`src/design/mcpg_pkg.sv`:
```
// mcpg_pkg: shared constants and types for the midpoint circle point generator
// no dependencies; imported by every module of the block
`default_nettype none
package mcpg_pkg;

  // default octant coordinate width
  localparam int COORD_BITS_DEF = 10;
  // radius after reset
  localparam int RADIUS_RESET   = 10;
  // depth of the job queue between front and back, a power of two
  localparam int QUEUE_DEPTH    = 4;
  // points emitted per octant step
  localparam int POINTS_PER_STEP = 8;
  localparam int POINT_IDX_BITS  = $clog2(POINTS_PER_STEP);
  localparam logic [POINT_IDX_BITS-1:0] LAST_POINT = POINT_IDX_BITS'(POINTS_PER_STEP - 1);

  // queue status seen by front and back
  typedef struct packed {
    logic full;
    logic empty;
  } q_stat_t;

endpackage
`default_nettype wire

```
`src/design/mcpg_front.sv`:
```
// mcpg_front: takes restart and advance items, holds x, y and decision, runs octant steps
// depends on mcpg_pkg; pushes one job per emitting step into mcpg_queue
`default_nettype none
module mcpg_front #(
  parameter int COORD_BITS = mcpg_pkg::COORD_BITS_DEF
) (
  input  wire logic                    clk,
  input  wire logic                    rst,
  input  wire logic                    in_valid,
  output logic                         in_stall,
  input  wire logic                    restart,
  input  wire logic [COORD_BITS-1:0]   radius_reg,
  input  wire mcpg_pkg::q_stat_t       q_stat,
  output logic                         push,
  output logic [2*COORD_BITS:0]        push_data
);
  import mcpg_pkg::*;

  localparam int DecBits = COORD_BITS + 3;

  logic [COORD_BITS-1:0] octant_x, octant_y;
  logic [DecBits-1:0]    decision;
  logic                  running;

  logic                  accept;
  logic                  d_pos;
  logic [DecBits-1:0]    decision_next;
  logic [COORD_BITS:0]   nx;
  logic signed [COORD_BITS+1:0] nx_s, ny_s;
  logic                  done;

  assign in_stall = q_stat.full;
  assign accept   = in_valid && !in_stall;

  // decision > 0
  assign d_pos = !decision[DecBits-1] && (decision != '0);

  always_comb begin
    if (d_pos) begin
      decision_next = decision + DecBits'({octant_x, 2'b00}) - DecBits'({octant_y, 2'b00})
                      + DecBits'(10);
    end else begin
      decision_next = decision + DecBits'({octant_x, 2'b00}) + DecBits'(6);
    end
  end

  assign nx   = {1'b0, octant_x} + (COORD_BITS+1)'(1);
  assign nx_s = signed'({1'b0, nx});
  assign ny_s = signed'({2'b00, octant_y}) - (COORD_BITS+2)'(d_pos);
  assign done = nx_s > ny_s;

  assign push      = accept && !restart && running;
  assign push_data = {done, octant_x, octant_y};

  always_ff @(posedge clk) begin
    if (rst) begin
      octant_x <= '0;
      octant_y <= '0;
      decision <= '0;
      running  <= 1'b0;
    end else if (accept && restart) begin
      octant_x <= '0;
      octant_y <= radius_reg;
      decision <= DecBits'(3) - DecBits'({radius_reg, 1'b0});
      running  <= 1'b1;
    end else if (push) begin
      octant_x <= nx[COORD_BITS-1:0];
      octant_y <= ny_s[COORD_BITS-1:0];
      decision <= decision_next;
      running  <= !done;
    end
  end

endmodule
`default_nettype wire

```
`src/design/mcpg_queue.sv`:
```
// mcpg_queue: short register queue of pending octant jobs
// depends on mcpg_pkg for the status struct
`default_nettype none
module mcpg_queue #(
  parameter int WIDTH = 21,
  parameter int DEPTH = mcpg_pkg::QUEUE_DEPTH
) (
  input  wire logic             clk,
  input  wire logic             rst,
  input  wire logic             push,
  input  wire logic [WIDTH-1:0] push_data,
  input  wire logic             pop,
  output logic [WIDTH-1:0]      head,
  output mcpg_pkg::q_stat_t     q_stat
);
  import mcpg_pkg::*;

  localparam int AddrBits = (DEPTH > 1) ? $clog2(DEPTH) : 1;

  logic [WIDTH-1:0]    entries [DEPTH];
  logic [AddrBits-1:0] wr_ptr, rd_ptr;
  logic [AddrBits:0]   count;

  assign q_stat.full  = (count == (AddrBits+1)'(DEPTH));
  assign q_stat.empty = (count == '0);
  assign head         = entries[rd_ptr];

  always_ff @(posedge clk) begin
    if (push) begin
      entries[wr_ptr] <= push_data;
    end
  end

  always_ff @(posedge clk) begin
    if (rst) begin
      wr_ptr <= '0;
      rd_ptr <= '0;
      count  <= '0;
    end else begin
      if (push) begin
        wr_ptr <= (wr_ptr == AddrBits'(DEPTH-1)) ? '0 : wr_ptr + AddrBits'(1);
      end
      if (pop) begin
        rd_ptr <= (rd_ptr == AddrBits'(DEPTH-1)) ? '0 : rd_ptr + AddrBits'(1);
      end
      count <= count + (AddrBits+1)'(push) - (AddrBits+1)'(pop);
    end
  end

endmodule
`default_nettype wire

```
`src/design/mcpg_back.sv`:
```
// mcpg_back: walks the eight mirrored points of the job at the queue head
// depends on mcpg_pkg; pops mcpg_queue after the eighth transfer
`default_nettype none
module mcpg_back #(
  parameter int COORD_BITS = mcpg_pkg::COORD_BITS_DEF
) (
  input  wire logic                        clk,
  input  wire logic                        rst,
  input  wire mcpg_pkg::q_stat_t           q_stat,
  input  wire logic [2*COORD_BITS:0]       head,
  output logic                             pop,
  output logic                             out_valid,
  input  wire logic                        out_stall,
  output logic signed [COORD_BITS:0]       point_x,
  output logic signed [COORD_BITS:0]       point_y,
  output logic                             last_in_step,
  output logic                             circle_done
);
  import mcpg_pkg::*;

  logic [POINT_IDX_BITS-1:0] idx;
  logic [COORD_BITS-1:0]     hx, hy;
  logic signed [COORD_BITS:0] base_x, base_y;
  logic                      xfer;

  assign hx = head[2*COORD_BITS-1:COORD_BITS];
  assign hy = head[COORD_BITS-1:0];

  assign out_valid = !q_stat.empty;
  assign xfer      = out_valid && !out_stall;
  assign pop       = xfer && (idx == LAST_POINT);

  // second half of the run swaps x and y; bit 0 negates x, bit 1 negates y
  assign base_x = signed'({1'b0, idx[2] ? hy : hx});
  assign base_y = signed'({1'b0, idx[2] ? hx : hy});
  assign point_x      = idx[0] ? -base_x : base_x;
  assign point_y      = idx[1] ? -base_y : base_y;
  assign last_in_step = (idx == LAST_POINT);
  assign circle_done  = head[2*COORD_BITS];

  always_ff @(posedge clk) begin
    if (rst) begin
      idx <= '0;
    end else if (xfer) begin
      idx <= idx + POINT_IDX_BITS'(1);
    end
  end

endmodule
`default_nettype wire

```
`src/design/midpoint_circle_point_generator.sv`:
```
// midpoint_circle_point_generator: top level of the midpoint circle point generator
// depends on mcpg_pkg, mcpg_front, mcpg_queue and mcpg_back
// a transferred advance item of a running circle is registered in the job queue; its points come from the queue head
// throughput: one point per cycle on the single result channel while a job waits and out_stall is low
// restart items emit nothing; items are taken while points drain
// up to four steps may wait in the job queue; input stalls only when it is full
// reset (rst, synchronous): circle idle, queue empty, radius back to 10
`default_nettype none
module midpoint_circle_point_generator #(
  parameter int COORD_BITS = mcpg_pkg::COORD_BITS_DEF
) (
  input  wire logic                    clk,
  input  wire logic                    rst,
  // radius register write
  input  wire logic                    radius_valid,
  output logic                         radius_ready,
  input  wire logic [COORD_BITS-1:0]   radius,
  // item input
  input  wire logic                    in_valid,
  output logic                         in_stall,
  input  wire logic                    restart,
  // point output
  output logic                         out_valid,
  input  wire logic                    out_stall,
  output logic signed [COORD_BITS:0]   point_x,
  output logic signed [COORD_BITS:0]   point_y,
  output logic                         last_in_step,
  output logic                         circle_done
);
  import mcpg_pkg::*;

  localparam int JobBits = 2*COORD_BITS + 1;

  logic [COORD_BITS-1:0] radius_reg;
  q_stat_t               q_stat;
  logic                  push, pop;
  logic [JobBits-1:0]    push_data, head;

  // radius register, always ready for a transfer
  assign radius_ready = 1'b1;

  always_ff @(posedge clk) begin
    if (rst) begin
      radius_reg <= COORD_BITS'(RADIUS_RESET);
    end else if (radius_valid && radius_ready) begin
      radius_reg <= radius;
    end
  end

  // front: classifies restart and advance, steps the octant point
  mcpg_front #(.COORD_BITS(COORD_BITS)) u_front (
    .clk        (clk),
    .rst        (rst),
    .in_valid   (in_valid),
    .in_stall   (in_stall),
    .restart    (restart),
    .radius_reg (radius_reg),
    .q_stat     (q_stat),
    .push       (push),
    .push_data  (push_data)
  );

  // job queue: done flag, x and y of each emitting step
  mcpg_queue #(.WIDTH(JobBits), .DEPTH(QUEUE_DEPTH)) u_queue (
    .clk       (clk),
    .rst       (rst),
    .push      (push),
    .push_data (push_data),
    .pop       (pop),
    .head      (head),
    .q_stat    (q_stat)
  );

  // back: eight mirrored points per job
  mcpg_back #(.COORD_BITS(COORD_BITS)) u_back (
    .clk          (clk),
    .rst          (rst),
    .q_stat       (q_stat),
    .head         (head),
    .pop          (pop),
    .out_valid    (out_valid),
    .out_stall    (out_stall),
    .point_x      (point_x),
    .point_y      (point_y),
    .last_in_step (last_in_step),
    .circle_done  (circle_done)
  );

endmodule
`default_nettype wire

```
`config.mk`:
```
export PLATFORM = sky130hd
export DESIGN_NAME = midpoint_circle_point_generator
export DESIGN_NICKNAME = d
export VERILOG_FILES = /design/src/design/mcpg_pkg.sv /design/src/design/mcpg_front.sv /design/src/design/mcpg_queue.sv /design/src/design/mcpg_back.sv /design/src/design/midpoint_circle_point_generator.sv
export SDC_FILE = /design/constraint.sdc
export NUM_CORES = 1
export LEC_CHECK = 0
export ABC_CLOCK_PERIOD_IN_PS = 8650
export BUFFER_PORTS_ARGS = -buffer_cell sky130_fd_sc_hd__buf_2
export CORE_MARGIN = 2
export CORE_UTILIZATION = 60
export CTS_CLUSTER_SIZE = 12
export DETAILED_ROUTE_END_ITERATION = 16
export GPL_ROUTABILITY_DRIVEN = 0
export PLACE_DENSITY = 0.78
export SETUP_SLACK_MARGIN = 0.5
export SYNTH_ARGS = -nofsm -noshare
export SYNTH_HDL_FRONTEND = slang
export SYNTH_SLANG_ARGS = --single-unit
```
`constraint.sdc`:
```
create_clock -name clk -period 8.65 [get_ports clk]
set_input_delay 0.865 -clock clk [delete_from_list [all_inputs] [get_ports clk]]
set_output_delay 0.865 -clock clk [all_outputs]
set_load 0.02 [all_outputs]
```
==> flow_metrics.tcl <==
set metrics [dict create \
    dp_hpwl_mm 14.2 \
    clock_path_buffers 2 \
    wire_per_inst_um 19.6 \
    leakagePower_nw 3.53 \
    crit_slowest_cell "dfxtp_1" \
    outcome "completed" \
    hp-class "register to register" \
    grt_first_pass_wirelength_mm 31.3 \
    crit_required_ns 8.96 \
    yosys_register_bits 140 \
    finalHoldViolations 0 \
    track_usage 0.280 \
    synth_edf_count 84 \
    grt_start_max_net_pins 36 \
    period_share 0.525 \
    top_level_ports 43 \
    fmax_mhz 220 \
    cts-resized-gates 0 \
    synthesis.instances 780 \
    yosys.area.top_type "edfxtp_1" \
    slew_headroom 0.226 \
    rows 43 \
    ir_drop_mv 0.134 \
    max_stage_delay_ns 0.50 \
    drc 0 \
    antenna_found_initial 0 \
    yosys.area.top_type_share 0.302 \
    max_cap_violations 0 \
    largest_reg_flops 84 \
    synth_common_cells "edfxtp_1, nor2_1, dfxtp_1, ha_1, nand2_1" \
    critPathArrivalTime_ns 4.85 \
    top_register "u_queue.entries" \
    tightest_slew_ns 1.16 \
    worstSetupEndpointType "register" \
    avgSynthCellArea_um2 10.7 \
    clock_skew_ns 0.00673 \
    synth.most_common_cell "edfxtp_1" \
    start_util 0.609 \
    path_max_fanout 9 \
    reg_top3 "u_queue.entries x84, u_front.decision x13" \
    clockRootBuffer "clkbuf_16" \
    post-route-min-period_ns 4.54 \
    netlist_top_cells_area "edfxtp_1, dfxtp_1, ha_1" \
    drive_gt1_frac 0.132 \
    start_kind "register" \
    finalSetupTns_ns 0 \
    nets 887 \
    async_flop_share 0 \
    worst_slack_ns 4.11 \
    r2r_cells 16 \
    crit_chain "ha_1 > inv_1 > fa_1 > nand2b_1 > a21oi_1 > o41ai_1 > or2_2 > ha_1 > ha_1 > a21oi_1 > nand2_1 > a221oi_1 > a21oi_1 > o2bb2a_1 > a221oi_2 > nand3_1" \
    ctsHoldBuffers 0 \
    hold_depth 2 \
    coreArea_um2 13700 \
    drt_wl_total_mm 19.8 \
    cts_inserted_buffers 17 \
    portBuffers 41 \
    cts_sinks 140 \
    ys.flop_type "edfxtp_1" \
    via_count 6337 \
    drv_slew 0 \
    synth_nets 854 \
    path_class "register to register" \
    fp.dieW_um 122 \
    rsz0062_at_grt "false" \
    crit_family "compound AO/OA/AOI/OAI gates" \
    clk_latency_ns 0.42 \
    synth_seq_area_share 0.436 \
    ys.warnings.count 0 \
    setup_viol 0 \
    die_y_um 122 \
    grt_pass1_vias 6274 \
    die_area_um2 14900 \
    synthDistinctLibCells 84 \
    ant_nets 0 \
    postCtsSetupRepairBufs 0 \
    fin_cells 1006 \
    viasPerCell 6.30 \
    syn_area_um2 8360 \
    power_density_nw_per_um2 211 \
    clk_pin_slew_ns 0.06 \
    cp_num_cells 16 \
    htree_levels 4 \
    num_antenna_cells 0 \
    cts_tree "yes" \
    drt_iter0_markers 427 \
    critPathBufInv 1 \
    dp.cells 974 \
    syn_to_final_growth_pct 11.2 \
    hold_ws_ns 0.483 \
    firstDrtPassIters 7 \
    place_ws_ns 4.19 \
    overflow 0 \
]
==> layout by cell type (no fill, tap or decap), types with 9 or more instances in the layout <==
| cell type | instances |
|---|---|
| a21oi_1 | 40 |
| and3_1 | 9 |
| buf_2 | 41 |
| clkbuf_16 | 17 |
| dfxtp_1 | 56 |
| edfxtp_1 | 84 |
| ha_1 | 56 |
| inv_1 | 45 |
| mux2i_1 | 29 |
| mux4_1 | 10 |
| mux4_2 | 11 |
| nand2_1 | 47 |
| nand2b_1 | 11 |
| nand3_1 | 20 |
| nor2_1 | 57 |
| nor2b_1 | 14 |
| nor3_1 | 20 |
| o21ai_0 | 36 |
| or3_1 | 12 |
| xnor2_1 | 33 |
| xor2_1 | 29 |
==> cell families after synthesis <==
group                    synth area share
multiplexers                        0.106
XOR/XNOR                           0.0650
buffers and inverters              0.0379
adder cells (fa/ha/maj)            0.0886
AO/OA/AOI/OAI                       0.130
other                            0.000449
flip-flops                          0.436
AND/OR/NAND/NOR                     0.137
==> layer usage <==
metal | wire, um | GRT usage | part of all wire | up-vias
met5 | 0 | 0 | 0 | -
met4 | 811 | 0.142 | 0.041 | 0
met3 | 1280 | 0.0585 | 0.065 | 51
met2 | 9670 | 0.476 | 0.49 | 279
met1 | 7990 | 0.336 | 0.40 | 3026
li1 | - | - | - | 2981
==> path summary, 6_finish.rpt <==
| check | from | end | slack [ns] |
|---|---|---|---|
| setup reg to reg | u_front.octant_x[0] | u_front.decision[12] | 4.11 |
| hold reg to reg | u_front.decision[0] | u_front.decision[0] | 0.48 |
| hold / removal | u_front.decision[0] | u_front.decision[0] | 0.48 |
| setup / recovery | u_front.octant_x[0] | u_front.decision[12] | 4.11 |
==> power by group <==
part	internal [mW]	total [mW]	switching, mW
clock network	0.485	0.765	0.280
logic	0.183	0.435	0.252
registers	0.726	0.757	0.0302
total	1.39	1.96	0.562
==> stage by stage <==
stage | utilization | total power [mW] | instance area, um^2
detailed placement | 0.632 | 1.19 | 8670
floorplan | - | 1.09 | 8360
global placement | 0.632 | 1.17 | 8670
CTS | 0.677 | 1.96 | 9290
global route | 0.677 | 2.05 | 9290
finish | 0.677 | 1.96 | 9290
==> final cells by class <==
type / instances / area [um^2]
Sequential cell: 140 / 3640
Inverter: 47 / 176
Clock buffer: 19 / 433
Tap cell: 180 / 225
Clock inverter: 13 / 188
Timing Repair Buffer: 44 / 228
Multi-Input combinational cell: 563 / 4400
Fill cell: 1004 / 4430
==> worst reg2reg max path, stage by stage, from the launching register on <==
cell and delay [ns]:
dfxtp_1 0.50, ha_1 0.23, inv_1 0.05, fa_1 0.44, nand2b_1 0.22, a21oi_1 0.33, o41ai_1 0.17, or2_2 0.34
ha_1 0.30, ha_1 0.39, a21oi_1 0.18, nand2_1 0.08, a221oi_1 0.35, a21oi_1 0.16, o2bb2a_1 0.34, a221oi_2 0.27
nand3_1 0.09
No activity file was read; power rests on OpenSTA's default activity.
